[config.mk]
export PLATFORM = sky130hd
export DESIGN_NAME = dc_remove_ema_smooth_clamp
export DESIGN_NICKNAME = d
export VERILOG_FILES = /design/src/rtl/dcema_pkg.sv /design/src/rtl/dc_remove_ema_smooth_clamp.sv
export SDC_FILE = /design/constraint.sdc
export NUM_CORES = 2
export LEC_CHECK = 0
export ABC_AREA = 1
export BUFFER_PORTS_ARGS = -buffer_cell sky130_fd_sc_hd__buf_4
export CAP_MARGIN = 20
export CORE_MARGIN = 2
export CORE_UTILIZATION = 45
export CTS_BUF_LIST = sky130_fd_sc_hd__clkbuf_8
export CTS_CLUSTER_DIAMETER = 50
export CTS_CLUSTER_SIZE = 12
export DETAILED_ROUTE_END_ITERATION = 8
export PLACE_DENSITY = 0.57
export SLEW_MARGIN = 40
export SYNTH_ARGS = -nofsm -noshare
export SYNTH_HDL_FRONTEND = slang
export SYNTH_SLANG_ARGS = --single-unit
export TNS_END_PERCENT = 100
[constraint.sdc]
create_clock -name clk -period 8.03 [get_ports clk]
set_clock_uncertainty 0.15 [all_clocks]
set_input_delay 0.4015 -clock clk [delete_from_list [all_inputs] [get_ports clk]]
set_output_delay 0.4015 -clock clk [all_outputs]
set_load 0.02 [all_outputs]
[src/rtl/dcema_pkg.sv]
// Package for the DC removal and smoothing block.
// Holds the fixed-point widths, register indexes and reset values.
// Depends on nothing.
package dcema_pkg;

	localparam int FRAC_BITS = 15;
	localparam int SMOOTH_W  = FRAC_BITS + 11;
	localparam int PROD_W    = SMOOTH_W + 18;
	localparam int TRUNC_W   = SMOOTH_W + 1 - FRAC_BITS;

	localparam int SAMPLE_W  = 8;
	localparam int ALPHA_W   = 16;
	localparam int WINDOW_W  = 21;
	localparam int SUM_W     = 28;
	localparam int CFG_W     = 21;
	localparam int DIV_CNT_W = 5;

	localparam logic [16:0] ALPHA_ONE = 17'd32768;
	localparam logic [PROD_W-1:0] ROUND_HALF = PROD_W'(16384);
	localparam logic [ALPHA_W-1:0] ALPHA_RESET = 16'd32768;
	localparam logic [WINDOW_W-1:0] WINDOW_RESET = 21'd204800;
	localparam logic [WINDOW_W-1:0] WINDOW_MAX = 21'd1048576;
	localparam logic [DIV_CNT_W-1:0] DIV_LAST = DIV_CNT_W'(SUM_W - 1);
	localparam logic signed [TRUNC_W-1:0] OUT_MAX = TRUNC_W'(127);
	localparam logic signed [TRUNC_W-1:0] OUT_MIN = -TRUNC_W'(128);

	typedef enum logic {
		REG_ALPHA  = 1'b0,
		REG_WINDOW = 1'b1
	} reg_index_t;

endpackage

[src/rtl/dc_remove_ema_smooth_clamp.sv]
// Top level of the DC removal block with exponential moving average smoothing.
// Contains the sequencer, the shared multiplier and the restoring divider.
// Depends on dcema_pkg.
//
// Usage: unsigned 8-bit samples enter on the input channel (in_valid, in_stall,
// sample_in). Each transaction yields one output transaction carrying the
// mean-removed, smoothed and clamped sample and a flag that is set when the
// sample closed a window and the mean was refreshed.
// One shared multiplier forms the two products of the smoothing step in the
// states ST_MUL1 and ST_MUL2; the sum then passes ST_ROUND, ST_CLAMP and ST_RESULT.
// When a sample closes a window, a restoring divider runs one quotient bit per
// cycle until all 28 bits are formed, before the result goes to ST_RESULT.
// The input takes no new sample until the last one has left ST_RESULT, as it
// stalls while a sample is worked on or while its result waits to go out.
// The output register holds a finished result while the receiver stalls, and
// the input is accepted meanwhile; a following result waits until the output
// register is free. A mean refreshed by a sample applies from the next one.
// Reset clears the sum, count, mean and smoothed value, and sets the weight
// to one and the window to 204800 samples. Configuration must be written
// only while the block is idle and no result is pending.
module dc_remove_ema_smooth_clamp
	import dcema_pkg::*;
(
	input  logic                       clk,
	input  logic                       arst_n,
	input  logic                       cfg_wr_en,
	input  logic                       cfg_index,
	input  logic [CFG_W-1:0]           cfg_data,
	input  logic                       in_valid,
	output logic                       in_stall,
	input  logic [SAMPLE_W-1:0]        sample_in,
	output logic                       out_valid,
	input  logic                       out_stall,
	output logic signed [SAMPLE_W-1:0] sample_out,
	output logic                       mean_updated
);

	typedef enum logic [2:0] {
		ST_IDLE,
		ST_MUL1,
		ST_MUL2,
		ST_ROUND,
		ST_CLAMP,
		ST_DIV,
		ST_RESULT
	} state_t;

	state_t                     state_q;
	logic [ALPHA_W-1:0]         alpha_q;
	logic [WINDOW_W-1:0]        window_q;
	logic [SUM_W-1:0]           sum_q;
	logic [WINDOW_W-1:0]        count_q;
	logic [SAMPLE_W-1:0]        mean_q;
	logic signed [SMOOTH_W-1:0] smooth_q;
	logic [16:0]                mul_a_q;
	logic signed [SMOOTH_W-1:0] mul_b_q;
	logic [16:0]                weight_q;
	logic signed [PROD_W-1:0]   acc_q;
	logic [WINDOW_W:0]          rem_q;
	logic [SUM_W-1:0]           quo_q;
	logic [DIV_CNT_W-1:0]       div_cnt_q;
	logic signed [SAMPLE_W-1:0] res_sample_q;
	logic                       res_flag_q;
	logic                       out_valid_q;
	logic signed [SAMPLE_W-1:0] out_sample_q;
	logic                       out_flag_q;

	logic [16:0]                weight;
	logic [WINDOW_W-1:0]        window_eff;
	logic signed [SAMPLE_W:0]   diff;
	logic signed [PROD_W-1:0]   prod;
	logic signed [PROD_W-1:0]   rounded;
	logic signed [SMOOTH_W:0]   biased;
	logic signed [TRUNC_W-1:0]  whole;
	logic signed [SAMPLE_W-1:0] clamped;
	logic [WINDOW_W:0]          rem_shift;
	logic                       rem_ge;
	logic [WINDOW_W:0]          rem_next;
	logic [SUM_W-1:0]           quo_next;
	logic                       in_accept;
	logic                       out_free;

	always_comb begin
		weight = (alpha_q > ALPHA_ONE[ALPHA_W-1:0]) ? ALPHA_ONE : {1'b0, alpha_q};
		if (window_q == '0) begin
			window_eff = WINDOW_W'(1);
		end else if (window_q > WINDOW_MAX) begin
			window_eff = WINDOW_MAX;
		end else begin
			window_eff = window_q;
		end
	end

	assign diff = $signed({1'b0, sample_in}) - $signed({1'b0, mean_q});
	assign prod = $signed({1'b0, mul_a_q}) * mul_b_q;
	assign rounded = acc_q + $signed(ROUND_HALF);

	assign biased = {smooth_q[SMOOTH_W-1], smooth_q}
		+ (smooth_q[SMOOTH_W-1] ? (SMOOTH_W+1)'((1 << FRAC_BITS) - 1) : '0);
	assign whole = biased[SMOOTH_W:FRAC_BITS];

	always_comb begin
		if (whole > OUT_MAX) begin
			clamped = OUT_MAX[SAMPLE_W-1:0];
		end else if (whole < OUT_MIN) begin
			clamped = OUT_MIN[SAMPLE_W-1:0];
		end else begin
			clamped = whole[SAMPLE_W-1:0];
		end
	end

	assign rem_shift = {rem_q[WINDOW_W-1:0], quo_q[SUM_W-1]};
	assign rem_ge    = rem_shift >= {1'b0, window_eff};
	assign rem_next  = rem_ge ? rem_shift - {1'b0, window_eff} : rem_shift;
	assign quo_next  = {quo_q[SUM_W-2:0], rem_ge};

	assign in_stall  = (state_q != ST_IDLE);
	assign in_accept = in_valid && !in_stall;
	assign out_free  = !out_valid_q || !out_stall;

	always_ff @(posedge clk or negedge arst_n) begin
		if (!arst_n) begin
			alpha_q  <= ALPHA_RESET;
			window_q <= WINDOW_RESET;
		end else if (cfg_wr_en) begin
			case (cfg_index)
				REG_ALPHA: alpha_q <= cfg_data[ALPHA_W-1:0];
				REG_WINDOW: window_q <= cfg_data[WINDOW_W-1:0];
				default: ;
			endcase
		end
	end

	always_ff @(posedge clk or negedge arst_n) begin
		if (!arst_n) begin
			state_q      <= ST_IDLE;
			sum_q        <= '0;
			count_q      <= '0;
			mean_q       <= '0;
			smooth_q     <= '0;
			out_valid_q  <= 1'b0;
			out_sample_q <= '0;
			out_flag_q   <= 1'b0;
			div_cnt_q    <= '0;
			res_flag_q   <= 1'b0;
			res_sample_q <= '0;
			weight_q     <= '0;
			mul_a_q      <= '0;
			mul_b_q      <= '0;
			acc_q        <= '0;
			rem_q        <= '0;
			quo_q        <= '0;
		end else begin
			if (state_q == ST_RESULT && out_free) begin
				out_valid_q  <= 1'b1;
				out_sample_q <= res_sample_q;
				out_flag_q   <= res_flag_q;
			end else if (out_valid_q && !out_stall) begin
				out_valid_q <= 1'b0;
			end
			case (state_q)
				ST_IDLE: begin
					if (in_accept) begin
						sum_q    <= sum_q + SUM_W'(sample_in);
						count_q  <= count_q + WINDOW_W'(1);
						weight_q <= weight;
						mul_a_q  <= weight;
						mul_b_q  <= SMOOTH_W'(diff);
						state_q  <= ST_MUL1;
					end
				end
				ST_MUL1: begin
					acc_q   <= prod <<< FRAC_BITS;
					mul_a_q <= ALPHA_ONE - weight_q;
					mul_b_q <= smooth_q;
					state_q <= ST_MUL2;
				end
				ST_MUL2: begin
					acc_q   <= acc_q + prod;
					state_q <= ST_ROUND;
				end
				ST_ROUND: begin
					smooth_q <= rounded[15 +: SMOOTH_W];
					state_q  <= ST_CLAMP;
				end
				ST_CLAMP: begin
					res_sample_q <= clamped;
					if (count_q >= window_eff) begin
						rem_q     <= '0;
						quo_q     <= sum_q;
						div_cnt_q <= '0;
						state_q   <= ST_DIV;
					end else begin
						res_flag_q <= 1'b0;
						state_q    <= ST_RESULT;
					end
				end
				ST_DIV: begin
					rem_q     <= rem_next;
					quo_q     <= quo_next;
					div_cnt_q <= div_cnt_q + DIV_CNT_W'(1);
					if (div_cnt_q == DIV_LAST) begin
						mean_q     <= quo_next[SAMPLE_W-1:0];
						sum_q      <= '0;
						count_q    <= '0;
						res_flag_q <= 1'b1;
						state_q    <= ST_RESULT;
					end
				end
				ST_RESULT: begin
					if (out_free) begin
						state_q <= ST_IDLE;
					end
				end
				default: begin
					state_q <= ST_IDLE;
				end
			endcase
		end
	end

	assign out_valid    = out_valid_q;
	assign sample_out   = out_sample_q;
	assign mean_updated = out_flag_q;

endmodule

==> results.py <==
metrics = {
    "status": {
        "status": "finished clean",
    },
    "route": {
        "detailroute.via_count": 31000,
        "route.antenna.remaining_nets": 0,
        "drt-initial-drc-count": 2141,
        "vias_per_cell": 5.12,
        "drt_pass1_iterations": 6,
        "drc": 0,
        "drt_wl_total_microns": 106000,
        "routedWlPerCell_microns": 17.5,
    },
    "cts": {
        "cts_tree": "yes",
        "clk_pin_slew_ns": 0.08,
        "cts_made_buffers": 52,
        "cts_root_buffer": "sky130_fd_sc_hd__clkbuf_8",
        "number_of_buffers_on_the_longest_clock_path": 3,
        "clock-sinks": 296,
        "clock_insertion_delay_worst_skew_ns": 0.70,
        "cts_htree_levels": 2,
    },
    "cells_and_area": {
        "fill_cells": 7979,
        "layout.core_utilization_pct": 50.3,
        "area_growth_from_synthesis_to_layout_pct": 11.0,
        "highest_count_cells_in_the_layout_ignoring_fill_and_taps": "1320 x sky130_fd_sc_hd__nand2_1, 1137 x sky130_fd_sc_hd__inv_1, 411 x sky130_fd_sc_hd__fa_1, 278 x sky130_fd_sc_hd__o21ai_0, 278 x sky130_fd_sc_hd__dfrtp_1",
        "regArea_sq_um": 7430,
        "layout_cell_share_with_drive_strength_beyond_1_pct": 8.03,
        "finalNetCount": 5635,
        "multi_input_area_sq_um": 23800,
        "layout_commonest_cell": "sky130_fd_sc_hd__nand2_1",
    },
    "hold_path": {
        "hp-start": "sample_in[3]",
        "worstHoldPathType": "in2reg",
        "worst_hold_path.endpoint": "mul_b_q[3]",
        "worst_hold_path_stage_count": 5,
    },
    "grt": {
        "total_track_usage_pct": 26.9,
        "first_global_vias": 31100,
        "number_of_antenna_violations_at_the_first_check_in_global_routing": 3,
        "grt.overflow.total": 0,
        "grt_first_pass_wirelength_microns": 173000,
        "grt_start_max_net_pins": 100,
    },
    "sta": {
        "fin_setup_tns_ns": 0,
        "max_freq_mhz": 130,
        "final.min_clock_period_ns": 7.69,
        "timing.max_slew.rel_slack_pct": 48.1,
        "worst-slew-pin-transition_ns": 0.779,
        "hold_viol_final": 0,
        "timing.final.crit_share_pct": 95.7,
        "final-max-slew-violation-count": 0,
        "fin_worst_hold_slack_ns": 0.0981,
        "setup_viol": 0,
        "rsz_0062_raised_after_global_routing": "true",
    },
    "logic_synthesis": {
        "synth_warnings": 0,
        "synth_nets": 5568,
        "synth_enable_flop_cells": 0,
        "post_synth.cell_area_avg_sq_um": 7.30,
        "synth_adder_area_share_pct": 31.0,
        "synthCells": 4895,
        "post_synthesis_compound_gate_area_fraction_pct": 9.91,
        "synth_xor_area_share_pct": 2.47,
        "synth.cell_area_sq_um": 35700,
        "muxShareOfSynthArea_pct": 0.378,
        "synth.distinct_cells": 56,
        "dominant_combinational_cell_family_by_area_after_synthesis": "adder cells",
        "ys_seq_elements": 296,
        "synth_simple_gate_area_share_pct": 21.6,
        "seq_area_frac_synth_pct": 20.7,
        "leading_register_cell_type_out_of_synthesis": "sky130_fd_sc_hd__dfrtp_1",
        "synthArstFlopShare_pct": 100,
    },
    "setup_path": {
        "path_max_fanout": 11,
        "regToRegStartpoint": "mul_b_q[2]",
        "arrival_ns": 8.10,
        "crit_path_start": "mul_b_q[2]",
        "timing.critical_path.depth": 29,
        "max_stage_delay_ns": 0.67,
        "r2r_slack_ns": 0.34,
        "crit_path_frequent_cell": "sky130_fd_sc_hd__a21oi_1",
        "crit_buf_inv": 5,
        "master_of_the_slowest_instance_on_the_critical_path": "sky130_fd_sc_hd__dfrtp_1",
        "timing.setup.critical_path_class": "reg2reg",
        "timing.critical_path.max_delay_family": "adder cells",
        "rr_worst_depth": 29,
        "worstPathRequired_ns": 8.44,
        "reg2reg_to": "acc_q[27]",
        "end_kind": "register",
        "startpoint_type": "register",
    },
    "floorplan": {
        "io_pins": 46,
        "die-width_microns": 286,
        "initial_core_util_pct": 45.3,
        "core_region_area_sq_um": 78900,
        "rows": 103,
        "chip_height_microns": 286,
        "die_area_sq_um": 81700,
    },
    "placement": {
        "portbufs": 45,
        "gpl.final_weighted_congestion": 0.927,
        "post-dp-hpwl_microns": 85400,
    },
    "run": {
        "maxCapViolCount": 0,
    },
}
## synthesized netlist by cell type (all sizes together), types with 5 or more instances
cell	n	area share, %
o22ai	8	0.14
a21oi	209	2.9
inv	1140	12
buf	20	0.23
or2	9	0.16
o21bai	17	0.36
xnor2	27	0.66
nor3b	5	0.11
a21boi	5	0.11
mux2	12	0.38
a31oi	10	0.18
nand2	1338	14
o21ai	286	4.0
fa	415	23
nand4	42	0.74
o211ai	32	0.67
nor2	229	2.5
nor3	59	0.88
ha	223	7.8
o21a	8	0.17
o31ai	13	0.27
nor4	28	0.49
xor2	74	1.8
a21o	18	0.38
a211oi	6	0.13
dfrtp	292	20
nand3	177	2.5
clkbuf	154	1.6
## per-layer routing
layer | vias up | track usage [%] | wire length, microns
met5 | - | 0 | 23
met4 | 4 | 5.55 | 2120
met3 | 121 | 3.72 | 6460
met2 | 821 | 41.6 | 46300
met1 | 15100 | 40.1 | 51200
li1 | 15000 | - | -
## metrics by stage
stage	cells	instance area (sq um)	worst slack, ns
2_1_floorplan	4895	35700	0.696
3_3_place_gp	5921	37700	-0.0108
3_5_place_dp	5922	37700	-0.0490
4_1_cts	6044	39200	0.00143
5_1_grt	6055	39700	-0.0672
6_report	6055	39700	0.342
## what timing repair did
action | CTS | global route
pin swaps | 0 | 15
gates resized for setup | 2 | 105
setup buffers | 0 | 8
hold endpoints to repair | 135 | 25
setup endpoints to repair | 2 | 24
hold buffers | 26 | 1
cloned | 0 | 0
## cell families (layout without fill, tap and decap cells)
| logic type | count (synthesis) | count (layout) |
|---|---|---|
| simple gates | 1895 | 1895 |
| compound gates | 635 | 635 |
| other cells | 0 | 1 |
| fa+ha+maj | 638 | 638 |
| flops | 296 | 296 |
| mux | 12 | 12 |
| xor+xnor | 101 | 101 |
| buf+inv | 1318 | 1427 |
## worst min-delay path, cell delays in order
cell and delay [ns]:
sky130_fd_sc_hd__buf_4 0.11, sky130_fd_sc_hd__ha_1 0.16, sky130_fd_sc_hd__nand2_1 0.08, sky130_fd_sc_hd__nand2_1 0.06, sky130_fd_sc_hd__o211ai_1 0.07
## flip-flops by register name, summed over array words and instances, names as in the netlist
signal        flops
acc_q            41
quo_q            28
sum_q            28
mul_b_q          26
smooth_q         26
count_q          21
rem_q            21
window_q         21
mul_a_q          17
alpha_q          16
weight_q         16
mean_q            8
res_sample_q      8
sample_out        8
div_cnt_q         5
state_q           3
mean_updated      1
out_valid         1
res_flag_q        1
## cell type report
class                      instances  share of cell area [%]
multi-input combinational       3281                    59.9
sequential                       296                    18.7
inverter                        1144                    10.8
timing repair buffer             187                    4.21
tap                             1050                    3.31
clock buffer                      57                    1.98
clock inverter                    39                    1.04
antenna                            1                 0.00630
## how the worst max path moves through the flow
| stage | end | slack (ns) |
|---|---|---|
| after global routing | acc_q[36] | -0.07 |
| final | acc_q[27] | 0.34 |
| after global placement | acc_q[32] | -0.01 |
| after floorplan | acc_q[40] | 0.70 |
| after CTS | acc_q[33] | 0.001 |
| after detailed placement | acc_q[32] | -0.05 |
Power is not shown: default switching activity piles up to over one toggle a cycle in this logic, so the estimate is an artifact.
